`config.mk`:
```
export PLATFORM = sky130hd
export DESIGN_NAME = pan_tilt_motion_follower_core_flat
export DESIGN_NICKNAME = d
export VERILOG_FILES = /design/src/rtl/core/ptmf_pkg.sv /design/src/rtl/core/ptmf_item_if.sv /design/src/rtl/core/ptmf_result_if.sv /design/src/rtl/core/ptmf_ctrl.sv /design/src/rtl/core/ptmf_dp.sv /design/src/rtl/core/pan_tilt_motion_follower_core.sv /design/src/flat_wrapper.sv
export SDC_FILE = /design/constraint.sdc
export NUM_CORES = 1
export LEC_CHECK = 0
export ABC_CLOCK_PERIOD_IN_PS = 4400
export BUFFER_PORTS_ARGS = -buffer_cell sky130_fd_sc_hd__buf_2
export CAP_MARGIN = 20
export CELL_PAD_IN_SITES_DETAIL_PLACEMENT = 0
export CELL_PAD_IN_SITES_GLOBAL_PLACEMENT = 1
export CORE_MARGIN = 1.5
export CORE_UTILIZATION = 43
export DETAILED_ROUTE_END_ITERATION = 10
export PLACE_DENSITY_LB_ADDON = 0.1
export SETUP_SLACK_MARGIN = 0.1
export SYNTH_ARGS = -nofsm -noshare
export SYNTH_HDL_FRONTEND = slang
export SYNTH_SLANG_ARGS = --single-unit
```
`constraint.sdc`:
```
create_clock -name clk -period 4.4 [get_ports clk]
set_input_delay 0.44 -clock clk [delete_from_list [all_inputs] [get_ports clk]]
set_output_delay 0.44 -clock clk [all_outputs]
set_load 0.05 [all_outputs]
```
`src/rtl/core/ptmf_pkg.sv`:
```
// ----------------------------------------------------------------------------
// ptmf_pkg
// shared widths, codes and controller/datapath command types for the
// pan/tilt motion follower
// ----------------------------------------------------------------------------
package ptmf_pkg;

    // field widths fixed by the item and result formats
    localparam int COORD_W    = 8;
    localparam int TIME_W     = 32;
    localparam int PAN_OUT_W  = 5;
    localparam int TILT_OUT_W = 4;

    // configuration register widths
    localparam int DZ_W = 5;
    localparam int MS_W = 4;
    localparam int TO_W = 8;

    // configuration reset values
    localparam logic [DZ_W-1:0] DEAD_ZONE_RST = 5'd2;
    localparam logic [MS_W-1:0] MAX_STEP_RST  = 4'd3;
    localparam logic [MS_W-1:0] MAX_STEP_TOP  = 4'd10;
    localparam logic [TO_W-1:0] TIMEOUT_RST   = 8'd10;

    // apb
    localparam int APB_DATA_W = 32;
    localparam int APB_ADDR_W = 4;

    typedef enum logic [1:0] {
        REG_DEAD_ZONE   = 2'd0,
        REG_MAX_STEP    = 2'd1,
        REG_HOME_ENABLE = 2'd2,
        REG_HOME_TMO    = 2'd3
    } ptmf_reg_t;

    // item opcodes
    localparam logic OP_REPORT = 1'b0;
    localparam logic OP_POLL   = 1'b1;

    // commands from the controller to the datapath
    typedef struct packed {
        logic load;
        logic div_step;
        logic limit;
        logic commit;
    } ptmf_cmd_t;

    // status from the datapath to the controller
    typedef struct packed {
        logic is_poll;
    } ptmf_stat_t;

endpackage

```
`src/rtl/core/ptmf_item_if.sv`:
```
// ----------------------------------------------------------------------------
// ptmf_item_if
// input channel: motion reports and no-motion polls
// ----------------------------------------------------------------------------
interface ptmf_item_if;
    logic                              valid;
    logic                              ready;
    logic                              op;
    logic [ptmf_pkg::COORD_W-1:0]      motion_column;
    logic [ptmf_pkg::COORD_W-1:0]      motion_row;
    logic [ptmf_pkg::COORD_W-1:0]      grid_width;
    logic [ptmf_pkg::COORD_W-1:0]      grid_height;
    logic [ptmf_pkg::TIME_W-1:0]       now_seconds;

    modport source (
        output valid, op, motion_column, motion_row, grid_width, grid_height,
               now_seconds,
        input  ready
    );

    modport sink (
        input  valid, op, motion_column, motion_row, grid_width, grid_height,
               now_seconds,
        output ready
    );
endinterface

```
`src/rtl/core/ptmf_result_if.sv`:
```
// ----------------------------------------------------------------------------
// ptmf_result_if
// output channel: motor move commands and position status
// ----------------------------------------------------------------------------
interface ptmf_result_if;
    logic                              valid;
    logic                              ready;
    logic                              move_valid;
    logic                              pan_direction;
    logic [ptmf_pkg::PAN_OUT_W-1:0]    pan_distance;
    logic                              tilt_direction;
    logic [ptmf_pkg::TILT_OUT_W-1:0]   tilt_distance;
    logic [ptmf_pkg::PAN_OUT_W-1:0]    pan_now;
    logic [ptmf_pkg::TILT_OUT_W-1:0]   tilt_now;
    logic                              active_flag;
    logic                              tracking_started;
    logic                              went_home;

    modport source (
        output valid, move_valid, pan_direction, pan_distance, tilt_direction,
               tilt_distance, pan_now, tilt_now, active_flag, tracking_started,
               went_home,
        input  ready
    );

    modport sink (
        input  valid, move_valid, pan_direction, pan_distance, tilt_direction,
               tilt_distance, pan_now, tilt_now, active_flag, tracking_started,
               went_home,
        output ready
    );
endinterface

```
`src/rtl/core/ptmf_ctrl.sv`:
```
// ----------------------------------------------------------------------------
// ptmf_ctrl
// sequencer: accept, divide, limit, apply; owns the result valid flag
// ----------------------------------------------------------------------------
module ptmf_ctrl #(
    parameter int DIV_STEPS = 13
) (
    input  logic                  clk,
    input  logic                  rst_n,
    input  logic                  in_valid,
    output logic                  in_ready,
    output logic                  out_valid,
    input  logic                  out_ready,
    input  ptmf_pkg::ptmf_stat_t  stat,
    output ptmf_pkg::ptmf_cmd_t   cmd
);

    localparam int CW = $clog2(DIV_STEPS);

    typedef enum logic [3:0] {
        ST_IDLE  = 4'b0001,
        ST_DIV   = 4'b0010,
        ST_LIMIT = 4'b0100,
        ST_APPLY = 4'b1000
    } state_t;

    state_t          state_reg, state_next;
    logic [CW-1:0]   cnt_reg, cnt_next;
    logic            out_valid_reg, out_valid_next;

    always_comb
    begin
        state_next     = state_reg;
        cnt_next       = cnt_reg;
        out_valid_next = out_valid_reg && !out_ready;
        cmd            = '0;
        in_ready       = 1'b0;
        case (state_reg)
            ST_IDLE:
            begin
                in_ready = 1'b1;
                if (in_valid)
                begin
                    cmd.load   = 1'b1;
                    cnt_next   = CW'(DIV_STEPS - 1);
                    state_next = ST_DIV;
                end
            end
            ST_DIV:
            begin
                if (stat.is_poll)
                begin
                    state_next = ST_LIMIT;
                end
                else
                begin
                    cmd.div_step = 1'b1;
                    if (cnt_reg == '0)
                        state_next = ST_LIMIT;
                    else
                        cnt_next = cnt_reg - 1'b1;
                end
            end
            ST_LIMIT:
            begin
                cmd.limit  = 1'b1;
                state_next = ST_APPLY;
            end
            ST_APPLY:
            begin
                // hold until the result register is free
                if (!out_valid_reg || out_ready)
                begin
                    cmd.commit     = 1'b1;
                    out_valid_next = 1'b1;
                    state_next     = ST_IDLE;
                end
            end
            default:
            begin
                state_next = ST_IDLE;
            end
        endcase
    end

    always_ff @(posedge clk or negedge rst_n)
    begin
        if (!rst_n)
        begin
            state_reg     <= ST_IDLE;
            cnt_reg       <= '0;
            out_valid_reg <= 1'b0;
        end
        else
        begin
            state_reg     <= state_next;
            cnt_reg       <= cnt_next;
            out_valid_reg <= out_valid_next;
        end
    end

    assign out_valid = out_valid_reg;

endmodule

```
`src/rtl/core/ptmf_dp.sv`:
```
// ----------------------------------------------------------------------------
// ptmf_dp
// datapath: centroid scaling dividers, dead zone and step limit, travel
// bounds, head position and timeout state, result register
// ----------------------------------------------------------------------------
module ptmf_dp #(
    parameter int PAN_MAX  = 31,
    parameter int TILT_MAX = 15
) (
    input  logic                                clk,
    input  logic                                rst_n,
    input  ptmf_pkg::ptmf_cmd_t                 cmd,
    output ptmf_pkg::ptmf_stat_t                stat,
    // item payload, sampled on load
    input  logic                                op,
    input  logic [ptmf_pkg::COORD_W-1:0]        motion_column,
    input  logic [ptmf_pkg::COORD_W-1:0]        motion_row,
    input  logic [ptmf_pkg::COORD_W-1:0]        grid_width,
    input  logic [ptmf_pkg::COORD_W-1:0]        grid_height,
    input  logic [ptmf_pkg::TIME_W-1:0]         now_seconds,
    // configuration
    input  logic [ptmf_pkg::DZ_W-1:0]           dead_zone,
    input  logic [ptmf_pkg::MS_W-1:0]           step_limit,
    input  logic                                home_enable,
    input  logic [ptmf_pkg::TO_W-1:0]           home_timeout,
    // result payload
    output logic                                move_valid,
    output logic                                pan_direction,
    output logic [ptmf_pkg::PAN_OUT_W-1:0]      pan_distance,
    output logic                                tilt_direction,
    output logic [ptmf_pkg::TILT_OUT_W-1:0]     tilt_distance,
    output logic [ptmf_pkg::PAN_OUT_W-1:0]      pan_now,
    output logic [ptmf_pkg::TILT_OUT_W-1:0]     tilt_now,
    output logic                                active_flag,
    output logic                                tracking_started,
    output logic                                went_home
);

    localparam int CW     = ptmf_pkg::COORD_W;
    localparam int PW     = $clog2(PAN_MAX + 1);
    localparam int TW     = $clog2(TILT_MAX + 1);
    localparam int MW     = (PW > TW) ? PW : TW;
    localparam int DW     = CW + MW;
    localparam int EW     = DW + 2;
    localparam int PAN_C  = PAN_MAX / 2;
    localparam int TILT_C = TILT_MAX / 2;

    typedef logic signed [EW-1:0] err_t;

    // item registers
    logic                           op_reg;
    logic [ptmf_pkg::TIME_W-1:0]    now_reg;
    logic                           pan_wide_reg, tilt_wide_reg;
    logic [CW-1:0]                  pan_den_reg, tilt_den_reg;
    logic [CW-1:0]                  pan_rem_reg, tilt_rem_reg;
    logic [DW-1:0]                  pan_q_reg, tilt_q_reg;
    err_t                           dx_reg, dy_reg;
    logic                           home_reg;

    // persistent head state
    logic [PW-1:0]                  pan_pos_reg;
    logic [TW-1:0]                  tilt_pos_reg;
    logic [ptmf_pkg::TIME_W-1:0]    last_reg;
    logic                           seen_reg;
    logic                           active_reg;

    // result registers
    logic                               move_valid_reg;
    logic                               pan_dir_reg;
    logic [ptmf_pkg::PAN_OUT_W-1:0]     pan_dist_reg;
    logic                               tilt_dir_reg;
    logic [ptmf_pkg::TILT_OUT_W-1:0]    tilt_dist_reg;
    logic [ptmf_pkg::PAN_OUT_W-1:0]     pan_now_reg;
    logic [ptmf_pkg::TILT_OUT_W-1:0]    tilt_now_reg;
    logic                               active_out_reg;
    logic                               started_reg;
    logic                               went_home_reg;

    function automatic err_t limit_err(input err_t e, input err_t dz, input err_t lim);
        err_t mag;
        mag = (e < 0) ? -e : e;
        if (mag <= dz)
            return '0;
        else if (e > lim)
            return lim;
        else if (e < -lim)
            return -lim;
        else
            return e;
    endfunction

    function automatic err_t bound_err(input err_t pos, input err_t d, input err_t top);
        err_t s;
        s = pos + d;
        if (s < 0)
            return -pos;
        else if (s > top)
            return top - pos;
        else
            return d;
    endfunction

    // one restoring division step per lane
    logic [CW:0]    pan_trial, tilt_trial;
    logic           pan_ge, tilt_ge;

    always_comb
    begin
        pan_trial  = {pan_rem_reg, pan_q_reg[DW-1]};
        tilt_trial = {tilt_rem_reg, tilt_q_reg[DW-1]};
        pan_ge     = pan_trial >= {1'b0, pan_den_reg};
        tilt_ge    = tilt_trial >= {1'b0, tilt_den_reg};
    end

    // limit stage
    err_t                           pan_pos_e, tilt_pos_e;
    err_t                           pan_tgt, tilt_tgt;
    err_t                           dz_e, lim_e;
    logic [ptmf_pkg::TIME_W-1:0]    elapsed;
    logic                           home_due;

    always_comb
    begin
        pan_pos_e  = EW'(pan_pos_reg);
        tilt_pos_e = EW'(tilt_pos_reg);
        pan_tgt    = pan_wide_reg  ? err_t'({2'b00, pan_q_reg})  : err_t'(EW'(PAN_C));
        tilt_tgt   = tilt_wide_reg ? err_t'({2'b00, tilt_q_reg}) : err_t'(EW'(TILT_C));
        dz_e       = EW'(dead_zone);
        lim_e      = EW'(step_limit);
        elapsed    = now_reg - last_reg;
        home_due   = home_enable && seen_reg
                     && (elapsed >= ptmf_pkg::TIME_W'(home_timeout))
                     && ((pan_pos_reg != PW'(PAN_C)) || (tilt_pos_reg != TW'(TILT_C)));
    end

    // apply stage
    err_t   dx_b, dy_b, dx_mag, dy_mag, pan_new, tilt_new;
    logic   moved;

    always_comb
    begin
        dx_b     = bound_err(pan_pos_e, dx_reg, err_t'(EW'(PAN_MAX)));
        dy_b     = bound_err(tilt_pos_e, dy_reg, err_t'(EW'(TILT_MAX)));
        dx_mag   = (dx_b < 0) ? -dx_b : dx_b;
        dy_mag   = (dy_b < 0) ? -dy_b : dy_b;
        pan_new  = pan_pos_e + dx_b;
        tilt_new = tilt_pos_e + dy_b;
        moved    = (dx_b != 0) || (dy_b != 0);
    end

    // working registers, no reset needed
    always_ff @(posedge clk)
    begin
        if (cmd.load)
        begin
            op_reg        <= op;
            now_reg       <= now_seconds;
            pan_wide_reg  <= grid_width > CW'(1);
            tilt_wide_reg <= grid_height > CW'(1);
            pan_den_reg   <= grid_width - 1'b1;
            tilt_den_reg  <= grid_height - 1'b1;
            pan_rem_reg   <= '0;
            tilt_rem_reg  <= '0;
            pan_q_reg     <= DW'({{MW{1'b0}}, motion_column} * DW'(PAN_MAX));
            tilt_q_reg    <= DW'({{MW{1'b0}}, motion_row} * DW'(TILT_MAX));
        end
        if (cmd.div_step)
        begin
            pan_rem_reg  <= pan_ge  ? CW'(pan_trial - {1'b0, pan_den_reg})
                                    : pan_trial[CW-1:0];
            tilt_rem_reg <= tilt_ge ? CW'(tilt_trial - {1'b0, tilt_den_reg})
                                    : tilt_trial[CW-1:0];
            pan_q_reg    <= {pan_q_reg[DW-2:0], pan_ge};
            tilt_q_reg   <= {tilt_q_reg[DW-2:0], tilt_ge};
        end
        if (cmd.limit)
        begin
            if (op_reg == ptmf_pkg::OP_POLL)
            begin
                dx_reg   <= home_due ? (err_t'(EW'(PAN_C)) - pan_pos_e) : '0;
                dy_reg   <= home_due ? (err_t'(EW'(TILT_C)) - tilt_pos_e) : '0;
                home_reg <= home_due;
            end
            else
            begin
                dx_reg   <= limit_err(pan_tgt - pan_pos_e, dz_e, lim_e);
                dy_reg   <= limit_err(tilt_tgt - tilt_pos_e, dz_e, lim_e);
                home_reg <= 1'b0;
            end
        end
        if (cmd.commit)
        begin
            move_valid_reg <= moved;
            pan_dir_reg    <= dx_b < 0;
            pan_dist_reg   <= dx_mag[ptmf_pkg::PAN_OUT_W-1:0];
            tilt_dir_reg   <= dy_b > 0;
            tilt_dist_reg  <= dy_mag[ptmf_pkg::TILT_OUT_W-1:0];
            pan_now_reg    <= pan_new[ptmf_pkg::PAN_OUT_W-1:0];
            tilt_now_reg   <= tilt_new[ptmf_pkg::TILT_OUT_W-1:0];
            active_out_reg <= op_reg == ptmf_pkg::OP_REPORT;
            started_reg    <= (op_reg == ptmf_pkg::OP_REPORT) && !active_reg;
            went_home_reg  <= home_reg && moved;
        end
    end

    // head state
    always_ff @(posedge clk or negedge rst_n)
    begin
        if (!rst_n)
        begin
            pan_pos_reg  <= PW'(PAN_C);
            tilt_pos_reg <= TW'(TILT_C);
            last_reg     <= '0;
            seen_reg     <= 1'b0;
            active_reg   <= 1'b1;
        end
        else if (cmd.commit)
        begin
            pan_pos_reg  <= pan_new[PW-1:0];
            tilt_pos_reg <= tilt_new[TW-1:0];
            active_reg   <= op_reg == ptmf_pkg::OP_REPORT;
            if (op_reg == ptmf_pkg::OP_REPORT)
            begin
                last_reg <= now_reg;
                seen_reg <= 1'b1;
            end
            else if (home_reg && moved)
            begin
                seen_reg <= 1'b0;
            end
        end
    end

    assign stat.is_poll     = op_reg == ptmf_pkg::OP_POLL;
    assign move_valid       = move_valid_reg;
    assign pan_direction    = pan_dir_reg;
    assign pan_distance     = pan_dist_reg;
    assign tilt_direction   = tilt_dir_reg;
    assign tilt_distance    = tilt_dist_reg;
    assign pan_now          = pan_now_reg;
    assign tilt_now         = tilt_now_reg;
    assign active_flag      = active_out_reg;
    assign tracking_started = started_reg;
    assign went_home        = went_home_reg;

endmodule

```
`src/rtl/core/pan_tilt_motion_follower_core.sv`:
```
// ----------------------------------------------------------------------------
// pan_tilt_motion_follower_core
// steers a pan/tilt head toward reported motion and back to centre on timeout
// ----------------------------------------------------------------------------
// one item in, one result out. a motion report maps the macroblock centroid to
// a pan/tilt target (centroid * travel / (grid - 1), centre for a grid one wide
// or less), ignores errors inside the dead zone, limits each axis to max_step
// and clamps to the travel bounds. a no-motion poll clears the active flag and,
// when enabled and home_timeout seconds have passed since the last report,
// drives the head back to centre. a report passes accept, the bit-serial
// divider that runs both axes side by side, one quotient bit a cycle, then
// limit and apply; a poll does no divide steps. a finished result sits in
// an output register, so the next item is taken while it waits.
// configuration is written over apb at byte address 4*i and should only
// change while the block is idle.
// ----------------------------------------------------------------------------
module pan_tilt_motion_follower_core #(
    parameter int PAN_MAX  = 31,
    parameter int TILT_MAX = 15
) (
    input  logic                                clk,
    input  logic                                rst_n,
    // item and result channels
    ptmf_item_if.sink                           motion,
    ptmf_result_if.source                       command,
    // apb configuration port
    input  logic                                psel,
    input  logic                                penable,
    input  logic                                pwrite,
    input  logic [ptmf_pkg::APB_ADDR_W-1:0]     paddr,
    input  logic [ptmf_pkg::APB_DATA_W-1:0]     pwdata,
    output logic [ptmf_pkg::APB_DATA_W-1:0]     prdata,
    output logic                                pready
);

    // divider length follows the wider of the two scaled numerators
    localparam int PW        = $clog2(PAN_MAX + 1);
    localparam int TW        = $clog2(TILT_MAX + 1);
    localparam int MW        = (PW > TW) ? PW : TW;
    localparam int DIV_STEPS = ptmf_pkg::COORD_W + MW;

    // ------------------------------------------------------------------------
    // configuration registers
    // ------------------------------------------------------------------------
    logic [ptmf_pkg::DZ_W-1:0]  dead_zone_reg;
    logic [ptmf_pkg::MS_W-1:0]  max_step_reg;
    logic                       home_en_reg;
    logic [ptmf_pkg::TO_W-1:0]  home_tmo_reg;
    logic                       cfg_write;
    ptmf_pkg::ptmf_reg_t        cfg_sel;
    logic [ptmf_pkg::MS_W-1:0]  step_limit;

    assign pready    = 1'b1;
    assign cfg_write = psel && penable && pwrite && pready;
    assign cfg_sel   = ptmf_pkg::ptmf_reg_t'(paddr[3:2]);

    always_ff @(posedge clk or negedge rst_n)
    begin
        if (!rst_n)
        begin
            dead_zone_reg <= ptmf_pkg::DEAD_ZONE_RST;
            max_step_reg  <= ptmf_pkg::MAX_STEP_RST;
            home_en_reg   <= 1'b0;
            home_tmo_reg  <= ptmf_pkg::TIMEOUT_RST;
        end
        else if (cfg_write)
        begin
            case (cfg_sel)
                ptmf_pkg::REG_DEAD_ZONE:   dead_zone_reg <= pwdata[ptmf_pkg::DZ_W-1:0];
                ptmf_pkg::REG_MAX_STEP:    max_step_reg  <= pwdata[ptmf_pkg::MS_W-1:0];
                ptmf_pkg::REG_HOME_ENABLE: home_en_reg   <= pwdata[0];
                ptmf_pkg::REG_HOME_TMO:    home_tmo_reg  <= pwdata[ptmf_pkg::TO_W-1:0];
                default: ;
            endcase
        end
    end

    // register readback
    always_comb
    begin
        prdata = '0;
        case (cfg_sel)
            ptmf_pkg::REG_DEAD_ZONE:   prdata = ptmf_pkg::APB_DATA_W'(dead_zone_reg);
            ptmf_pkg::REG_MAX_STEP:    prdata = ptmf_pkg::APB_DATA_W'(max_step_reg);
            ptmf_pkg::REG_HOME_ENABLE: prdata = ptmf_pkg::APB_DATA_W'(home_en_reg);
            ptmf_pkg::REG_HOME_TMO:    prdata = ptmf_pkg::APB_DATA_W'(home_tmo_reg);
            default:                   prdata = '0;
        endcase
    end

    // a step of zero or beyond the supported range falls back to the default
    assign step_limit = ((max_step_reg == '0) || (max_step_reg > ptmf_pkg::MAX_STEP_TOP))
                        ? ptmf_pkg::MAX_STEP_RST : max_step_reg;

    // ------------------------------------------------------------------------
    // controller and datapath
    // ------------------------------------------------------------------------
    ptmf_pkg::ptmf_cmd_t    cmd;
    ptmf_pkg::ptmf_stat_t   stat;

    ptmf_ctrl #(
        .DIV_STEPS (DIV_STEPS)
    ) u_ctrl (
        .clk       (clk),
        .rst_n     (rst_n),
        .in_valid  (motion.valid),
        .in_ready  (motion.ready),
        .out_valid (command.valid),
        .out_ready (command.ready),
        .stat      (stat),
        .cmd       (cmd)
    );

    ptmf_dp #(
        .PAN_MAX  (PAN_MAX),
        .TILT_MAX (TILT_MAX)
    ) u_dp (
        .clk              (clk),
        .rst_n            (rst_n),
        .cmd              (cmd),
        .stat             (stat),
        .op               (motion.op),
        .motion_column    (motion.motion_column),
        .motion_row       (motion.motion_row),
        .grid_width       (motion.grid_width),
        .grid_height      (motion.grid_height),
        .now_seconds      (motion.now_seconds),
        .dead_zone        (dead_zone_reg),
        .step_limit       (step_limit),
        .home_enable      (home_en_reg),
        .home_timeout     (home_tmo_reg),
        .move_valid       (command.move_valid),
        .pan_direction    (command.pan_direction),
        .pan_distance     (command.pan_distance),
        .tilt_direction   (command.tilt_direction),
        .tilt_distance    (command.tilt_distance),
        .pan_now          (command.pan_now),
        .tilt_now         (command.tilt_now),
        .active_flag      (command.active_flag),
        .tracking_started (command.tracking_started),
        .went_home        (command.went_home)
    );

endmodule

```
`src/flat_wrapper.sv`:
```
// flat-port wrapper written by rule: the top's interface ports become plain ports
module pan_tilt_motion_follower_core_flat 
#(
    parameter int PAN_MAX  = 31,
    parameter int TILT_MAX = 15
)
  (clk, rst_n, psel, penable, pwrite, paddr, pwdata, prdata, pready, motion_valid, motion_op, motion_motion_column, motion_motion_row, motion_grid_width, motion_grid_height, motion_now_seconds, motion_ready, command_valid, command_move_valid, command_pan_direction, command_pan_distance, command_tilt_direction, command_tilt_distance, command_pan_now, command_tilt_now, command_active_flag, command_tracking_started, command_went_home, command_ready);
  ptmf_item_if motion_i ();
  ptmf_result_if command_i ();
  input  logic clk;
  input  logic rst_n;
  input  logic psel;
  input  logic penable;
  input  logic pwrite;
  input  logic [ptmf_pkg::APB_ADDR_W-1:0] paddr;
  input  logic [ptmf_pkg::APB_DATA_W-1:0] pwdata;
  output logic [ptmf_pkg::APB_DATA_W-1:0] prdata;
  output logic pready;
  input wire logic [$bits(motion_i.valid)-1:0] motion_valid;
  input wire logic [$bits(motion_i.op)-1:0] motion_op;
  input wire logic [$bits(motion_i.motion_column)-1:0] motion_motion_column;
  input wire logic [$bits(motion_i.motion_row)-1:0] motion_motion_row;
  input wire logic [$bits(motion_i.grid_width)-1:0] motion_grid_width;
  input wire logic [$bits(motion_i.grid_height)-1:0] motion_grid_height;
  input wire logic [$bits(motion_i.now_seconds)-1:0] motion_now_seconds;
  output wire logic [$bits(motion_i.ready)-1:0] motion_ready;
  output wire logic [$bits(command_i.valid)-1:0] command_valid;
  output wire logic [$bits(command_i.move_valid)-1:0] command_move_valid;
  output wire logic [$bits(command_i.pan_direction)-1:0] command_pan_direction;
  output wire logic [$bits(command_i.pan_distance)-1:0] command_pan_distance;
  output wire logic [$bits(command_i.tilt_direction)-1:0] command_tilt_direction;
  output wire logic [$bits(command_i.tilt_distance)-1:0] command_tilt_distance;
  output wire logic [$bits(command_i.pan_now)-1:0] command_pan_now;
  output wire logic [$bits(command_i.tilt_now)-1:0] command_tilt_now;
  output wire logic [$bits(command_i.active_flag)-1:0] command_active_flag;
  output wire logic [$bits(command_i.tracking_started)-1:0] command_tracking_started;
  output wire logic [$bits(command_i.went_home)-1:0] command_went_home;
  input wire logic [$bits(command_i.ready)-1:0] command_ready;
  assign motion_i.valid = motion_valid;
  assign motion_i.op = motion_op;
  assign motion_i.motion_column = motion_motion_column;
  assign motion_i.motion_row = motion_motion_row;
  assign motion_i.grid_width = motion_grid_width;
  assign motion_i.grid_height = motion_grid_height;
  assign motion_i.now_seconds = motion_now_seconds;
  assign motion_ready = motion_i.ready;
  assign command_valid = command_i.valid;
  assign command_move_valid = command_i.move_valid;
  assign command_pan_direction = command_i.pan_direction;
  assign command_pan_distance = command_i.pan_distance;
  assign command_tilt_direction = command_i.tilt_direction;
  assign command_tilt_distance = command_i.tilt_distance;
  assign command_pan_now = command_i.pan_now;
  assign command_tilt_now = command_i.tilt_now;
  assign command_active_flag = command_i.active_flag;
  assign command_tracking_started = command_i.tracking_started;
  assign command_went_home = command_i.went_home;
  assign command_i.ready = command_ready;
  pan_tilt_motion_follower_core #(.PAN_MAX(PAN_MAX), .TILT_MAX(TILT_MAX)) u_core (.clk(clk), .rst_n(rst_n), .motion(motion_i), .command(command_i), .psel(psel), .penable(penable), .pwrite(pwrite), .paddr(paddr), .pwdata(pwdata), .prdata(prdata), .pready(pready));
endmodule
```
After elaboration in Yosys (flattened, before gate mapping)
Index checks and enable logic that the tools add are counted.

word-level totals
  bits in registers = 218
  word-level logic and storage cells = 179
  output and inout port bits = 59
  input port bits = 108

operators by class
  muxes and demuxes = 52
  eq/ne operators = 15
  order comparisons = 21
  reduce and logical (&&, ||, !) cells = 30
  add/sub/neg operators = 23
  multiply operators = 2
  bitwise operators = 1

operator list
  cell                 count
  $mux 15              16
  $pmux 32 s4          1
  $mux 13              6
  $reduce_bool 32->1   2
  $lt 15x1->1 const B  4
  $mux 8               5
  $mux 4               9
  $ge 32x8->1          1
  $sub 32x32->32       1
  $le 15x6->1          2
  $lt 14x15->1         2
  $neg 14->15          2
  $neg 4->15           2
  $gt 14x5->1          2
  $lt 14x1->1 const B  2
  $ge 9x8->1           2
  $gt 8x1->1 const B   2
  $pmux 4 s4           1
  $sub 8x1->8 const B  2
  $sub 8x8->8          2
  $add 5x15->15        1
  $add 6x15->15        1
  $gt 15x1->1 const B  1
  $gt 15x5->1 const B  1
  other kinds (40)     74

Depth between registers and ports, before layout
Gate-level depths: netlist of run 1.

  depth after elaboration = 9
  gate-level depth with buffers = 23
  mapped depth without buffers = 20

By module
From an unflattened synthesis of run 1, not the netlist that was laid out.

unflattened totals
  cells, all modules = 1791
  area total of the unflattened synthesis = 17249.0 µm²

modules (own cells, without submodules)
  module                         area an instance (µm²)  instances  seq. area each (µm²)  cells each
  ptmf_dp                        15652.5                 1          5530.3                1642
  pan_tilt_motion_follower_core  1087.3                  1          456.7                 97
  ptmf_ctrl                      509.2                   1          226.5                 52

Worst setup path before layout of run 1
Ideal clock, no wire load.

  kind = reg-to-reg
  start = register u_core.u_dp.tilt_wide_reg
  end = register u_core.u_dp.dy_reg[2] (data pin)
  cell stages (with the launch flop) = 22
  period minus slack after synthesis = 4.628 ns
  arrival time = 4.362 ns
  path slack = -0.228 ns
  path buffers = 4
  required time = 4.134 ns
  setup time = 0.266 ns
  path through = edfxtp_1 clkbuf_1 clkbuf_1 nor2b_1 ha_1 fa_1 nor2b_1 o21ai_1 and2_1 clkbuf_1 nand2_1 a32o_1 ha_1 a21o_1 a21oi_1 o21ai_0 or2_2 o21ai_0 clkbuf_1 mux2i_1 a211oi_1 o32ai_1

on the way
  word-level cells in the longest chain between the ends = 7
  elaborated cells on any way between the ends = 12
  those cells by class = add/sub: 2; order compare: 4; mux: 6

RTL lines
  item                                    line                          text
  start: declaration                      ptmf_dp.sv:53                 logic pan_wide_reg, tilt_wide_reg;
  start signal: assignment                ptmf_dp.sv:159                tilt_wide_reg <= grid_height > CW'(1);
  $mux 13 (*)                             ptmf_dp.sv:127                tilt_tgt = tilt_wide_reg ? err_t'({2'b00, tilt_q_reg}) : err_t'(EW'(TILT_C));
  $sub 13x4->14 (*)                       ptmf_dp.sv:187                dy_reg <= limit_err(tilt_tgt - tilt_pos_e, dz_e, lim_e);
  $neg 14->15 (tied with other cells)     ptmf_dp.sv:81                 mag = (e < 0) ? -e : e;
  $mux 15, on equally long branches       ptmf_dp.sv:81, ptmf_dp.sv:86
  $le 15x6->1 or $mux 15 (tied branches)  ptmf_dp.sv:82, ptmf_dp.sv:84
  $mux 15 (*)                             ptmf_dp.sv:82                 if (mag <= dz)
  $mux 15 (*)                             ptmf_dp.sv:178                if (op_reg == ptmf_pkg::OP_POLL)
  end signal: assignment                  ptmf_dp.sv:181                dy_reg <= home_due ? (err_t'(EW'(TILT_C)) - tilt_pos_e) : '0;
  end signal: assignment                  ptmf_dp.sv:187
  end: declaration                        ptmf_dp.sv:57                 err_t dx_reg, dy_reg;

Every way passes the cells marked *; elsewhere a longest branch is shown, timed or not.
A chain may end at the register's enable or synchronous reset.

Final worst setup path of run 1
  start = register u_core.u_dp.pan_pos_reg[2]
  end = register u_core.u_dp.dx_reg[2] (data pin)

on the way
  word-level cells in the longest chain between the ends = 6
  elaborated cells on any way between the ends = 16
  those cells by class = add/sub: 3; order compare: 4; eq/ne: 1; mux: 6; reduce/logical: 2

RTL lines
  item                                    line                          text
  start: declaration                      ptmf_dp.sv:61                 logic [PW-1:0] pan_pos_reg;
  start signal: assignment                ptmf_dp.sv:211                pan_pos_reg <= PW'(PAN_C);
  start signal: assignment                ptmf_dp.sv:219                pan_pos_reg <= pan_new[PW-1:0];
  $sub 13x5->14                           ptmf_dp.sv:186                dx_reg <= limit_err(pan_tgt - pan_pos_e, dz_e, lim_e);
  $neg 14->15 (tied with other cells)     ptmf_dp.sv:81
  $mux 15, on equally long branches       ptmf_dp.sv:81, ptmf_dp.sv:86
  $le 15x6->1 or $mux 15 (tied branches)  ptmf_dp.sv:82, ptmf_dp.sv:84
  $mux 15                                 ptmf_dp.sv:82
  $mux 15 (*)                             ptmf_dp.sv:178
  end signal: assignment                  ptmf_dp.sv:180                dx_reg <= home_due ? (err_t'(EW'(PAN_C)) - pan_pos_e) : '0;
  end signal: assignment                  ptmf_dp.sv:186
  end: declaration                        ptmf_dp.sv:57

Marks and branches as above.

==> impl_metrics.tcl, run 1 <==
set metrics [dict create \
    status "complete, no violations" \
    crit_family "compound AO/OA/AOI/OAI gates" \
    synth_warnings 0 \
    totalWireLength_mm 43.5 \
    crit_path_cell_trace "inv_1, ha_1, nand2b_1, a21boi_2, o21ai_2, buf_4, nand4_1, a32o_1, ha_1, a21o_1, a2111oi_2, a32o_2, mux2i_1, a221oi_2, o32ai_1" \
    ys_ff_latch 218 \
    synth_top_cell_area_share_pct 25.6 \
    skew_ns 0.0164 \
    dieArea_um2 41500 \
    final-instance-count-excl-fill 2559 \
    p_seq_share_pct 25.3 \
    nets 2337 \
    end_kind "flop" \
    area_growth_pct 15.3 \
    power_mw 13.3 \
    layout-drive-gt1-share_pct 16.8 \
    tritoncts "built" \
    ir_worst_vdd_mv 0.395 \
    slew_violations 0 \
    hold_viol 0 \
    core_area_um2 39700 \
    synth_edf_count 148 \
    synthTopCellsByArea "edfxtp_1 26%, ha_1 13%, dfrtp_1 8.1%" \
    firstDrtPassIters 5 \
    fin_crit_sh_pct 94.5 \
    cts_num_sinks 218 \
    ys.flop_type "edfxtp_1" \
    gp_congestion 0.852 \
    synthTopCellsByCount "178 x ha_1, 175 x nand2_1, 160 x inv_1, 148 x edfxtp_1, 119 x o21ai_0" \
    crit_fanout 7 \
    p_int_mw 7.48 \
    crit_type "flop to flop" \
    syn_area_per_cell_um2 9.43 \
    antenna_found_initial 1 \
    grt_max_degree 71 \
    drt_iter0_drc 727 \
    min_path_type "input port to async pin" \
    cp.required_ns 4.71 \
    relSlewSlack_pct 34.3 \
    synth_cells 1839 \
    first_global_vias 13800 \
    drc 0 \
    r2r_slack_ns 0.24 \
    rsz0062_at_grt "true" \
    overflow 0 \
    wl_per_cell_um 17.0 \
    avgViaCountPerCell 5.48 \
    critPathSlowestCell "dfstp_2" \
    setup_violations 0 \
    synth_area_um2 17300 \
    crit_path_frequent_cell "ha_1" \
    switching_power_mw 5.81 \
    fin_util_pct 50.3 \
    fmax_mhz 241 \
    insertion_delay_ns 0.58 \
    cts.path.max_buffers 3 \
    critPathBufInv 2 \
    clk_pin_slew_ns 0.06 \
    cts_made_buffers 27 \
    synth_top_area_cell "edfxtp_1" \
    initial_core_util_pct 43.6 \
    period_needed_ns 4.16 \
    post-place-cells 2486 \
    power_frac_clock_pct 17.1 \
    post-dp-hpwl_mm 33.3 \
    synth_most_common_cell "ha_1" \
    async_flop_share_pct 32.1 \
    power_density_nw_per_um2 665 \
    grtUsageTotal_pct 20.8 \
    critPathMaxStageDelay_ns 0.59 \
    max-cap-violations 0 \
    rows 73 \
    clockRootBuffer "clkbuf_16" \
    grt_first_pass_wirelength_mm 70.4 \
    die_h_um 204 \
    synth_cell_types 86 \
    power_switching_share_pct 43.7 \
    ant_nets 0 \
    comb_power_share_pct 57.6 \
    port_buffers 115 \
    die_w_um 204 \
    ys_seq_area_share_pct 35.8 \
    worst_setup_path_start_kind "flop" \
    h-tree-depth 1 \
    worst_pin_slew_ns 0.986 \
    p_leak_nw 8.65 \
    cp.arrival_ns 4.46 \
    routed-via-count 14000 \
    ios 167 \
]
==> layer usage <==
layer,wire [µm],part of all wire [%],GRT usage [%]
met3,1500,3.4,2.50
met2,20900,48,35.3
met5,0,0,0
met1,20000,46,27.6
met4,1150,2.7,7.06
==> path summary, 6_finish.rpt <==
check | cells after the start | endpoint | from
worst max-delay path | 15 | u_core.u_dp.dx_reg[2] | u_core.u_dp.pan_pos_reg[2]
worst min-delay path | 1 | u_core.u_dp.pan_pos_reg[4] | rst_n
worst max register to register | 15 | u_core.u_dp.dx_reg[2] | u_core.u_dp.pan_pos_reg[2]
worst min register to register | 2 | u_core.u_dp.last_reg[15] | u_core.u_dp.now_reg[15]
max in group asynchronous | 1 | u_core.u_dp.last_reg[25] | rst_n
min in group clk | 1 | u_core.u_dp.now_reg[10] | motion_now_seconds[10]
==> per-stage QoR <==
| step | TNS, ns | hold slack [ns] | area (µm²) | setup WS, ns |
|---|---|---|---|---|
| after global placement | 0 | 0.481 | 18700 | 0.0108 |
| after CTS | 0 | 0.00233 | 19600 | 0.104 |
| after global routing | 0 | 0.00983 | 20000 | 0.0658 |
| after detailed placement | -0.0388 | 0.483 | 18700 | -0.0388 |
| after floorplan | 0 | 0.144 | 17500 | 0.110 |
| final | 0 | 0.0161 | 20000 | 0.242 |
==> kinds of logic (layout without fill, tap and decap cells) <==
kind of cell,after synthesis,count (layout),share of synthesized area (%)
AO/OA/AOI/OAI,491,491,18.1
adder cells (fa/ha/maj),217,217,17.3
other,2,32,0.0433
XOR/XNOR,78,78,3.94
AND/OR/NAND/NOR,552,553,16.1
buffers and inverters,237,401,5.89
multiplexers,44,44,2.78
flip-flops,218,218,35.8
==> layout by cell type, fill, tap and decap left out, drive strengths merged, types with 7 or more instances in the layout <==
master   count
o211ai      16
fa          39
and2        16
mux2i       20
o22ai       22
a21oi      119
nor3b        9
or3         19
clkbuf      36
nand4       30
nand2b      25
dfstp       14
mux2        23
a32o         9
nor2        97
edfxtp     148
and3        13
nor2b       29
nor3        42
o2111ai      9
a21o        30
a31oi       18
conb        31
o21a        27
xor2        32
nand3       49
nand2      176
nor4        15
a21boi       9
o21bai      13
o21ai      140
clkinv       7
inv        161
ha         178
dfrtp       56
buf        190
or4          9
a221oi       7
xnor2       46
a211oi      23
==> layout make-up <==
cell class	count	area, µm²
fillers	3817	19700
multi-input cells	1414	10500
flip-flops and latches	218	6210
repair buffers	190	1160
clock buffers	36	739
well taps	525	657
inverters	161	608
clock inverters	14	169
diodes	1	2.50
==> what timing repair did <==
item                                    CTS  global route
pin swaps                                 2            31
setup buffers                             4            16
gates resized for setup                   3            49
cloned                                    0             2
hold buffers                              0             0
endpoints found under the setup margin    6            38
==> power by group through the flow <==
stage | clock, mW | sequential [mW] | combinational [mW]
floorplan | 0 | 3.30 | 5.43
global placement | 0 | 3.38 | 7.23
detailed placement | 0 | 3.40 | 7.34
CTS | 2.35 | 3.36 | 7.41
global route | 2.41 | 3.44 | 8.63
finish | 2.28 | 3.36 | 7.66
No activity file was read; power rests on OpenSTA's default activity.
==> run 2, diff against run 1 <==
--- a/config.mk
+++ b/config.mk
@@ -8,12 +8,11 @@
 export ABC_CLOCK_PERIOD_IN_PS = 4400
 export BUFFER_PORTS_ARGS = -buffer_cell sky130_fd_sc_hd__buf_2
 export CAP_MARGIN = 20
-export CELL_PAD_IN_SITES_DETAIL_PLACEMENT = 0
-export CELL_PAD_IN_SITES_GLOBAL_PLACEMENT = 1
 export CORE_MARGIN = 1.5
-export CORE_UTILIZATION = 43
+export CORE_UTILIZATION = 55
 export DETAILED_ROUTE_END_ITERATION = 10
-export PLACE_DENSITY_LB_ADDON = 0.1
+export HOLD_SLACK_MARGIN = 0.03
+export PLACE_DENSITY = 0.78
 export SETUP_SLACK_MARGIN = 0.1
 export SYNTH_ARGS = -nofsm -noshare
 export SYNTH_HDL_FRONTEND = slang
==> run 2 against run 1 <==
Compared with the run above:
- count of clock-buffer cells in the layout decreased by 5
- core utilization is 14 points higher
- clock power down 14%
- sequential share of layout area grew 0.40 points
- flip-flop and latch count stayed put
- final cell count decreased by 5.3%
- critical endpoint is now u_core.u_dp.dy_reg[0]
- largest cell class unchanged
- largest power group unchanged
==> impl_metrics.tcl, run 2 (synthesis results as in run 1) <==
set metrics [dict create \
    dieArea_um2 32600 \
    skew_ns 0.0253 \
    drt_iter0_drc 1051 \
    power_frac_clock_pct 15.1 \
    mostFrequentLayoutCells "175 x ha_1, 172 x nand2_1, 158 x inv_1, 148 x edfxtp_1, 116 x buf_2" \
    rsz0062_at_grt "true" \
    p_leak_nw 8.60 \
    setup_ws_ns 0.242 \
    post-place-cells 2359 \
    final-instance-count-excl-fill 2424 \
    end_kind "flop" \
    relSlewSlack_pct 35.0 \
    max-cap-violations 0 \
    stdcell_area_um2 19800 \
    tritoncts "built" \
    comb_power_share_pct 59.1 \
    clk_pin_slew_ns 0.06 \
    grt_use_met1_pct 34.5 \
    critPathSlowestCell "dfstp_2" \
    power_density_nw_per_um2 662 \
    die_w_um 181 \
    crit_family "compound AO/OA/AOI/OAI gates" \
    totalWireLength_mm 42.3 \
    mostFrequentLayoutCell "ha_1" \
    wl_per_cell_um 17.4 \
    insertion_delay_ns 0.55 \
    worst_setup_path_start_kind "flop" \
    cts_made_buffers 25 \
    fin_util_pct 64.1 \
    setup_violations 0 \
    whs_ns 0.0616 \
    holdPathStages 1 \
    grt_max_degree 51 \
    post-dp-hpwl_mm 32.3 \
    layout-drive-gt1-share_pct 16.6 \
    power_switching_share_pct 44.8 \
    period_needed_ns 4.16 \
    grtUsageMet2_pct 42.1 \
    overflow 0 \
    nets 2333 \
    min_path_type "input port to flop" \
    first_global_vias 14000 \
    top_usage_layer "met2" \
    status "complete, no violations" \
    clockRootBuffer "clkbuf_16" \
    drc 0 \
    port_buffers 115 \
    p_seq_share_pct 25.8 \
    crit_path_cell_trace "clkinvlp_4, ha_4, nor2b_1, o21a_1, o21a_2, or4_1, a32o_2, ha_1, a21o_1, a21oi_2, o21ai_2, or2_4, o21ai_4, buf_6, a211oi_1, a21oi_1, mux2i_1, o2bb2ai_1" \
    initial_core_util_pct 56.3 \
    ir_worst_vdd_mv 0.606 \
    critPathBufInv 2 \
    core_area_um2 30800 \
    hold_viol 0 \
    rows 64 \
    p_int_mw 7.21 \
    fmax_mhz 240 \
    cts_num_sinks 218 \
    slew_violations 0 \
    cp_num_cells 18 \
    cp.arrival_ns 4.56 \
    grtUsageTotal_pct 25.5 \
    gp_congestion 0.934 \
    h-tree-depth 1 \
    crit_type "flop to flop" \
    avgViaCountPerCell 5.98 \
    critPathMaxStageDelay_ns 0.56 \
    ios 167 \
    use_met3_pct 3.42 \
    antenna_found_initial 1 \
    grt_first_pass_wirelength_mm 68.3 \
    fin_crit_sh_pct 94.5 \
    routed-via-count 14500 \
    dp_slack_ns -0.00647 \
    area_growth_pct 13.9 \
    ant_nets 0 \
    crit_fanout 5 \
    ff2ff_path_depth 18 \
    switching_power_mw 5.86 \
    cp.required_ns 4.80 \
    worst_pin_slew_ns 0.972 \
    cts.path.max_buffers 3 \
    placed_cell_area_um2 18600 \
    firstDrtPassIters 6 \
    die_h_um 181 \
]
==> run 2: final cells by class <==
class                           instances  area (µm²)
Fill cell                            2503       11100
Inverter                              161         608
Sequential cell                       218        6210
Antenna cell                            1        2.50
Multi-Input combinational cell       1414       10500
Tap cell                              396         495
Timing Repair Buffer                  188        1170
Clock inverter                         15         113
Clock buffer                           31         648
==> run 2: path summary, 6_finish.rpt <==
| kind | start | endpoint | slack (ns) |
|---|---|---|---|
| max in group asynchronous | rst_n | u_core.u_dp.last_reg[5] | 2.91 |
| max reg2reg | u_core.u_dp.tilt_pos_reg[1] | u_core.u_dp.dy_reg[0] | 0.24 |
| min | motion_now_seconds[31] | u_core.u_dp.now_reg[31] | 0.06 |
| min in group asynchronous | rst_n | u_core.u_dp.last_reg[31] | 0.40 |
| max | u_core.u_dp.tilt_pos_reg[1] | u_core.u_dp.dy_reg[0] | 0.24 |
| min reg2reg | u_core.u_dp.now_reg[9] | u_core.u_dp.last_reg[9] | 0.49 |
==> run 2: through the flow <==
step / TNS [ns] / power [mW]
2_1_floorplan: 0 / 8.73
3_3_place_gp: 0 / 10.4
3_5_place_dp: -0.00647 / 10.7
4_1_cts: 0 / 12.7
5_1_grt: 0 / 14.2
6_report: 0 / 13.1
==> run 2: per-layer routing <==
| layer | vias to the layer above | routed length (µm) |
|---|---|---|
| li1 | 6997 | - |
| met1 | 6869 | 18600 |
| met2 | 524 | 19800 |
| met3 | 97 | 2480 |
| met4 | 0 | 1380 |
| met5 | - | 0 |
==> run 2: timing repair <==
| action | 4_1_cts | 5_1_grt |
|---|---|---|
| buffers inserted | 0 | 14 |
| gates resized for setup | 2 | 59 |
| hold buffers | 1 | 0 |
| cloned | 0 | 3 |
| hold endpoints to repair | 20 | 0 |
| pin swaps | 0 | 23 |
| endpoints found under the setup margin | 2 | 40 |
==> run 2: power groups by stage <==
| stage | clock [mW] | sequential (mW) | combinational (mW) |
|---|---|---|---|
| after floorplan | 0 | 3.30 | 5.43 |
| after global placement | 0 | 3.38 | 6.99 |
| after detailed placement | 0 | 3.40 | 7.28 |
| after CTS | 2.00 | 3.37 | 7.35 |
| after global routing | 2.09 | 3.44 | 8.63 |
| final | 1.97 | 3.37 | 7.73 |
